===== config.mk =====
export PLATFORM = sky130hd
export DESIGN_NAME = wta_div
export DESIGN_NICKNAME = d
export VERILOG_FILES = /design/src/design/wta_pkg.sv /design/src/design/wta_div.sv
export SDC_FILE = /design/constraint.sdc
export NUM_CORES = 1
export LEC_CHECK = 0
export BUFFER_PORTS_ARGS = -buffer_cell sky130_fd_sc_hd__buf_2
export CELL_PAD_IN_SITES_DETAIL_PLACEMENT = 0
export CELL_PAD_IN_SITES_GLOBAL_PLACEMENT = 1
export CORE_ASPECT_RATIO = 0.5
export CORE_MARGIN = 1.5
export CORE_UTILIZATION = 40
export CTS_CLUSTER_DIAMETER = 150
export DETAILED_ROUTE_END_ITERATION = 10
export PLACE_DENSITY_LB_ADDON = 0.1
export SYNTH_ARGS = -nofsm -noshare
export SYNTH_HDL_FRONTEND = slang
export SYNTH_SLANG_ARGS = --single-unit

===== constraint.sdc =====
create_clock -name clk -period 5 [get_ports clk]
set_input_delay 1 -clock clk [delete_from_list [all_inputs] [get_ports clk]]
set_output_delay 1 -clock clk [all_outputs]
set_load 0.005 [all_outputs]

===== src/design/wta_pkg.sv =====
`default_nettype none
package wta_pkg;

	localparam int TIME_W  = 24;
	localparam int SUM_W   = 31;
	localparam int CNT_W   = 7;
	localparam int FRAME_W = 3;
	localparam int CH_N    = 4;

	typedef logic [TIME_W-1:0] time_t;
	typedef logic [SUM_W-1:0]  sum_t;
	typedef logic [CNT_W-1:0]  cnt_t;
	typedef logic [FRAME_W-1:0] frame_t;

	typedef time_t [CH_N-1:0] time_vec_t;
	typedef sum_t  [CH_N-1:0] sum_vec_t;

endpackage
`default_nettype wire


===== src/design/wta_div.sv =====
`default_nettype none
module wta_div (
	input  wire logic               clk,
	input  wire logic               arst_n,
	input  wire logic               start,
	input  wire wta_pkg::sum_vec_t  dividend,
	input  wire wta_pkg::cnt_t      divisor,
	output logic                    done,
	output wta_pkg::sum_vec_t       quotient
);
	import wta_pkg::*;

	localparam int STEP_W = $clog2(SUM_W);

	logic              busy_q;
	logic              done_q;
	logic [STEP_W-1:0] step_q;
	cnt_t              div_q;
	sum_vec_t          dvd_q;
	cnt_t [CH_N-1:0]   rem_q;

	logic [CNT_W:0]    trial [CH_N];
	logic [CH_N-1:0]   ge;

	// one restoring step per lane, all lanes share the divisor
	always_comb begin
		for (int c = 0; c < CH_N; c++) begin
			trial[c] = {rem_q[c], dvd_q[c][SUM_W-1]};
			ge[c]    = trial[c] >= {1'b0, div_q};
		end
	end

	always_ff @(posedge clk or negedge arst_n) begin
		if (!arst_n) begin
			busy_q <= 1'b0;
			done_q <= 1'b0;
			step_q <= '0;
		end else begin
			done_q <= 1'b0;
			if (start) begin
				busy_q <= 1'b1;
				step_q <= STEP_W'(SUM_W - 1);
			end else if (busy_q) begin
				if (step_q == '0) begin
					busy_q <= 1'b0;
					done_q <= 1'b1;
				end else begin
					step_q <= step_q - 1'b1;
				end
			end
		end
	end

	always_ff @(posedge clk) begin
		if (start) begin
			div_q <= divisor;
			dvd_q <= dividend;
			rem_q <= '0;
		end else if (busy_q) begin
			for (int c = 0; c < CH_N; c++) begin
				rem_q[c] <= ge[c] ? CNT_W'(trial[c] - {1'b0, div_q}) : trial[c][CNT_W-1:0];
				dvd_q[c] <= {dvd_q[c][SUM_W-2:0], ge[c]};
			end
		end
	end

	assign done     = done_q;
	assign quotient = dvd_q;

endmodule
`default_nettype wire


* Word level (Yosys, flattened, before mapping) *
Cells that the tools add are included.

storage, ports and cells
  bits in registers = 166
  bits of input ports = 134

operators by class
  $lt $le $gt $ge = 4
  add/sub/neg operators = 5
  muxes and demuxes = 15
  reductions and logical operators = 3
  equality and inequality tests = 1

operators by type and width
  cell                                                                number
  124-bit 2-to-1 mux                                                  2
  8-bit by 7-bit >= comparator with 1-bit output                      4
  7-bit 2-to-1 mux                                                    4
  7-bit subtractor                                                    4
  5-bit 2-to-1 mux                                                    3
  1-bit 2-to-1 mux                                                    6
  5-bit logical NOT                                                   1
  5-bit by 1-bit subtractor with 5-bit output, second input constant  1
  2-bit != test, second input constant                                1
  2-bit AND reduction                                                 1
  2-bit nonzero test                                                  1

* Longest topological paths before layout *
  depth in word-level cells = 4
  depth in mapped cells = 8
  depth with buffers taken out = 7

* Least setup slack after synthesis *
OpenSTA, ideal clock, no wires.

  path kind = input port to flip-flop
  start point = input start
  end point = register dvd_q (netlist bit quotient[0]) (enable)
  library setup time = 0.477 ns
  arrival = 3.636 ns
  required time = 4.523 ns
  stages on the path = 3
  slack = 0.887 ns
  path through = buf_2 -> nor2_1 -> inv_1

on the way
  word-level cells in the longest chain between the ends = 1

ends and longest elaborated chain
  what                            RTL line       text
  start: declaration              wta_div.sv:5   input wire logic start,
  2-bit nonzero test (no line)    n/a
  end signal: assignment          wta_div.sv:57  dvd_q <= dividend;
  end signal: indexed assignment  wta_div.sv:62  dvd_q[c] <= {dvd_q[c][SUM_W-2:0], ge[c]};
  end: declaration                wta_div.sv:19  sum_vec_t dvd_q;

Every way passes these cells.
A chain may end at the register's enable or synchronous reset.

* Final worst setup path *
  start point = input start
  end point = register dvd_q (netlist bit quotient[84]) (enable)

Same word-level chain as after synthesis.

==> impl_summary.log <==
INFO  metric floorplan.core_area = around 0.022 mm²
INFO  metric dieArea = 0.0232 mm²
INFO  metric final-hold-violation-count = 0
INFO  metric vias_in_the_first_global_route = between 6000 and 7000
INFO  metric cts_tree = done
INFO  metric worst-path-max-fanout = 90
INFO  metric largest_net_degree_at_the_start_of_global_routing = 91
INFO  metric ir_worst_vdd = between 0.2 and 0.25 mV
INFO  metric reg_to_reg_critical_path_startpoint = busy_q
INFO  metric maxSlewViolCount = 0
INFO  metric die_w = roughly 210 µm
INFO  metric starting_density = between 40% and 50%
INFO  metric wirelength_met1 = 10.3 mm
INFO  metric synth.lib_cells_used.distinct = 60
INFO  metric seq_area_frac_synth = ~52%
INFO  metric num_vias = between 6000 and 7000
INFO  metric average_via_count_per_standard_cell = 5.29
INFO  metric share_of_flip_flops_with_an_asynchronous_set_or_reset_after_synthesis = 4.22%
INFO  metric initial_drc_count = 362
INFO  metric fmax = 354 MHz
INFO  metric clockRootBuffer = sky130_fd_sc_hd__clkbuf_16
INFO  metric worst-r2r-cell-count = 3
INFO  metric drt_first_pass_iters = 6
INFO  metric arrival = a little under 3 ns
INFO  metric synth_flop_cell = sky130_fd_sc_hd__edfxtp_1
INFO  metric final_design_area_no_fill = 0.0111 mm²
INFO  metric crit_path_cells = buf_6 -> nor2_1 -> inv_4 -> buf_12
INFO  metric startpoint = start
INFO  metric global_route_congestion_overflow_total = 0
INFO  metric finalCritPeriodShare = roughly 56%
INFO  metric proportion_of_layout_cells_with_a_drive_suffix_above_1 = 46.5%
INFO  metric setup_viol_count_final = 0
INFO  metric cap_violations = 0
INFO  metric worst-endpoint-required = 5.11 ns
INFO  metric ys_ff_latch = 166
INFO  metric grt_first_pass_wirelength = between 30 and 40 mm
INFO  metric measured_slew_at_the_worst_slew_check_pin = 1.04 ns
INFO  metric period_minus_slack = 2.82 ns
INFO  metric timing.slew.headroom = 30.6%
INFO  metric gp_congestion = 0.823
INFO  metric crit_path_top_delay_cell = sky130_fd_sc_hd__inv_4
INFO  metric initial_antenna_violation_count = 12
INFO  metric drc = 0
INFO  metric yosys_warnings = 0
INFO  metric clk_pin_slew_worst_paths = 0.07 ns
INFO  metric min-delay-path-class = input port to asynchronous set/reset pin
INFO  metric postRouteWirelength = 24.1 mm
INFO  metric startpoint_type = input port
INFO  metric synth_area = between 0.008 and 0.009 mm²
INFO  metric post_synthesis_simple_gate_area_fraction = 11.5%
INFO  metric die_y = around 110 µm
INFO  metric place_area = 0.0104 mm²
INFO  metric yosys-mux-area-fraction = 15.7%
INFO  metric cts.repair_timing.setup_buffer_count = 0
INFO  metric num-nets-final = 1110
INFO  metric synth-xor-area-share = 0.886%
INFO  metric layout_stage_area_growth_over_the_synthesis_result = 24.9%
INFO  metric dp_hpwl = 17.7 mm
INFO  metric ctsHoldBuffers = 0
INFO  metric synth_edf_count = approximately 130
INFO  metric htree_num_levels = 4
INFO  metric tns = 0 ns
INFO  metric track_usage = 21.0%
INFO  metric netlist_instances = between 600 and 700
INFO  metric avgSynthCellArea = 12.7 µm²
INFO  metric cellPowerDensity = 467 mW/mm²
INFO  metric cts_sinks = 166
INFO  metric synth_top_family_by_area = multiplexers
INFO  metric static-leakage-power = 4.58 nW
INFO  metric critPathKind = input port to register
INFO  metric cts-resized-gates = 0
INFO  metric crit_path_end_kind = register
INFO  metric setup_repair_after_global_routing_missed_its_margin = no
INFO  metric placement_rows = 38
INFO  metric met2WireLength = 11.7 mm
INFO  metric critical_path.max_stage_delay = 0.72 ns
INFO  metric worst_setup_skew_after_layout = just under 0.007 ns
INFO  metric max-clock-path-buffers = 2
INFO  metric worst_skew_pair.late_latency = 0.44 ns
INFO  metric cts_inserted_buffers = 17
INFO  metric drt.antenna.violating_nets = 0
INFO  metric dr_wl_met3 = 1.63 mm
INFO  metric run_status = finished clean
INFO  metric io-pin-count = about 260
INFO  metric synth-compound-area-share = a little under an eighth
INFO  metric place.port_buffers = 258
INFO  metric top_layer = met5
INFO  metric synth_nets = 865
INFO  metric fraction_of_the_mapped_netlist_area_in_adder_cells = 4.98%
INFO  metric route.detailed.wl_per_inst = 19.1 µm
-- cell type report --
| cell class | count | area (µm²) |
|---|---|---|
| Multi-Input combinational cell | 470 | 3950 |
| Clock inverter | 14 | 220 |
| Tap cell | 300 | 375 |
| Inverter | 25 | 96.3 |
| Sequential cell | 166 | 4670 |
| Fill cell | 1971 | 10600 |
| Timing Repair Buffer | 263 | 1350 |
| Antenna cell | 8 | 20.0 |
| Clock buffer | 18 | 429 |
-- stage by stage --
step / hold WS [ns] / total power, mW / setup slack (ns) / std cells / utilization [%]
finish: 0.398 / 5.19 / 2.18 / 1264 / 51.1
global route: 0.389 / 5.50 / 1.96 / 1260 / 51.1
CTS: 0.386 / 5.23 / 2.16 / 1256 / 51.0
detailed placement: 0.481 / 3.73 / 1.70 / 1224 / 48.1
global placement: 0.464 / 3.72 / 1.73 / 1224 / 48.1
floorplan: 0.451 / 3.20 / 0.887 / 698 / -
-- logic make-up (layout without fill, tap and decap cells) --
| group | after synthesis | after routing |
|---|---|---|
| AOI/OAI and AO/OA | 122 | 122 |
| DFF | 166 | 166 |
| and+or+nand+nor | 182 | 182 |
| muxes | 124 | 124 |
| buffers and inverters | 62 | 320 |
| adders and majority gates | 33 | 33 |
| xor gates and xnor gates | 9 | 9 |
| other | 0 | 8 |
-- final timing paths --
| path | end | slack [ns] |
|---|---|---|
| max reg2reg | quotient[84] | 2.23 |
| min in group clk | step_q[4] | 0.49 |
| min reg2reg | step_q[4] | 0.49 |
| min | step_q[4] | 0.40 |
| max | quotient[84] | 2.18 |
| max in group asynchronous | step_q[3] | 4.43 |
-- layer usage --
metal | vias to the layer above | track usage [%]
met4 | 8 | 6.74
met3 | 34 | 7.40
li1 | 3209 | -
met5 | - | 0
met2 | 158 | 35.0
met1 | 3276 | 25.5
-- sequential cells by signal (all words and copies together) (netlist names) --
name	flops
rem_q	28
step_q	5
done	1
quotient	124
div_q	7
busy_q	1
-- worst max-delay path: cells and delay by family --
| kind | cells | cell delay (ns) |
|---|---|---|
| buffers and inverters | 3 | 1.62 |
| AND/OR/NAND/NOR | 1 | 0.22 |
-- cell usage after synthesis, types with 3 or more instances --
cell | count | area [µm²]
sky130_fd_sc_hd__and2_1 | 4 | 25.0
sky130_fd_sc_hd__o21ai_0 | 16 | 80.1
sky130_fd_sc_hd__buf_2 | 25 | 125
sky130_fd_sc_hd__a311oi_1 | 9 | 78.8
sky130_fd_sc_hd__nor3_1 | 9 | 45.0
sky130_fd_sc_hd__or2_2 | 6 | 37.5
sky130_fd_sc_hd__ha_1 | 29 | 363
sky130_fd_sc_hd__a311o_1 | 7 | 70.1
sky130_fd_sc_hd__nand3_2 | 3 | 30.0
sky130_fd_sc_hd__dfxtp_1 | 28 | 561
sky130_fd_sc_hd__nor3b_1 | 26 | 195
sky130_fd_sc_hd__o311ai_0 | 4 | 35.0
sky130_fd_sc_hd__nand4_1 | 9 | 56.3
sky130_fd_sc_hd__a211oi_1 | 7 | 52.6
sky130_fd_sc_hd__nor2b_1 | 14 | 87.6
sky130_fd_sc_hd__o311ai_1 | 3 | 26.3
sky130_fd_sc_hd__clkbuf_1 | 8 | 30.0
sky130_fd_sc_hd__dfrtp_1 | 7 | 175
sky130_fd_sc_hd__or3b_2 | 6 | 52.6
sky130_fd_sc_hd__nand2_1 | 27 | 101
sky130_fd_sc_hd__o22a_1 | 4 | 35.0
sky130_fd_sc_hd__inv_1 | 25 | 93.8
sky130_fd_sc_hd__a21oi_1 | 6 | 30.0
sky130_fd_sc_hd__edfxtp_1 | 131 | 3930
sky130_fd_sc_hd__xnor2_1 | 9 | 78.8
sky130_fd_sc_hd__o31ai_1 | 14 | 105
sky130_fd_sc_hd__o21a_1 | 6 | 45.0
sky130_fd_sc_hd__a211oi_2 | 7 | 87.6
sky130_fd_sc_hd__mux2_2 | 122 | 1370
sky130_fd_sc_hd__nand3_1 | 9 | 45.0
sky130_fd_sc_hd__o2111a_1 | 4 | 45.0
sky130_fd_sc_hd__a41oi_1 | 16 | 140
sky130_fd_sc_hd__a21o_1 | 3 | 22.5
sky130_fd_sc_hd__nor2_1 | 40 | 150
sky130_fd_sc_hd__fa_1 | 4 | 80.1
sky130_fd_sc_hd__nand2b_1 | 16 | 100
-- where the power goes --
| group | switching [mW] | leakage, nW | total, mW | internal, mW |
|---|---|---|---|---|
| clock network | 0.589 | 0.317 | 1.48 | 0.895 |
| registers | 0.171 | 1.69 | 1.93 | 1.76 |
| logic | 0.950 | 2.58 | 1.77 | 0.819 |
-- placed cells by master (no fill, tap or decap), types with 16 or more instances in the layout --
cell type	synthesis	layout
sky130_fd_sc_hd__nand2_1	27	27
sky130_fd_sc_hd__nor2_1	40	40
sky130_fd_sc_hd__clkbuf_16	0	17
sky130_fd_sc_hd__inv_1	25	24
sky130_fd_sc_hd__o21ai_0	16	16
sky130_fd_sc_hd__edfxtp_1	131	131
sky130_fd_sc_hd__mux2_2	122	122
sky130_fd_sc_hd__nor3b_1	26	26
sky130_fd_sc_hd__a41oi_1	16	16
sky130_fd_sc_hd__dfxtp_1	28	28
sky130_fd_sc_hd__buf_2	25	257
sky130_fd_sc_hd__ha_1	29	29
sky130_fd_sc_hd__nand2b_1	16	16
No activity file was read; power rests on OpenSTA's default activity.
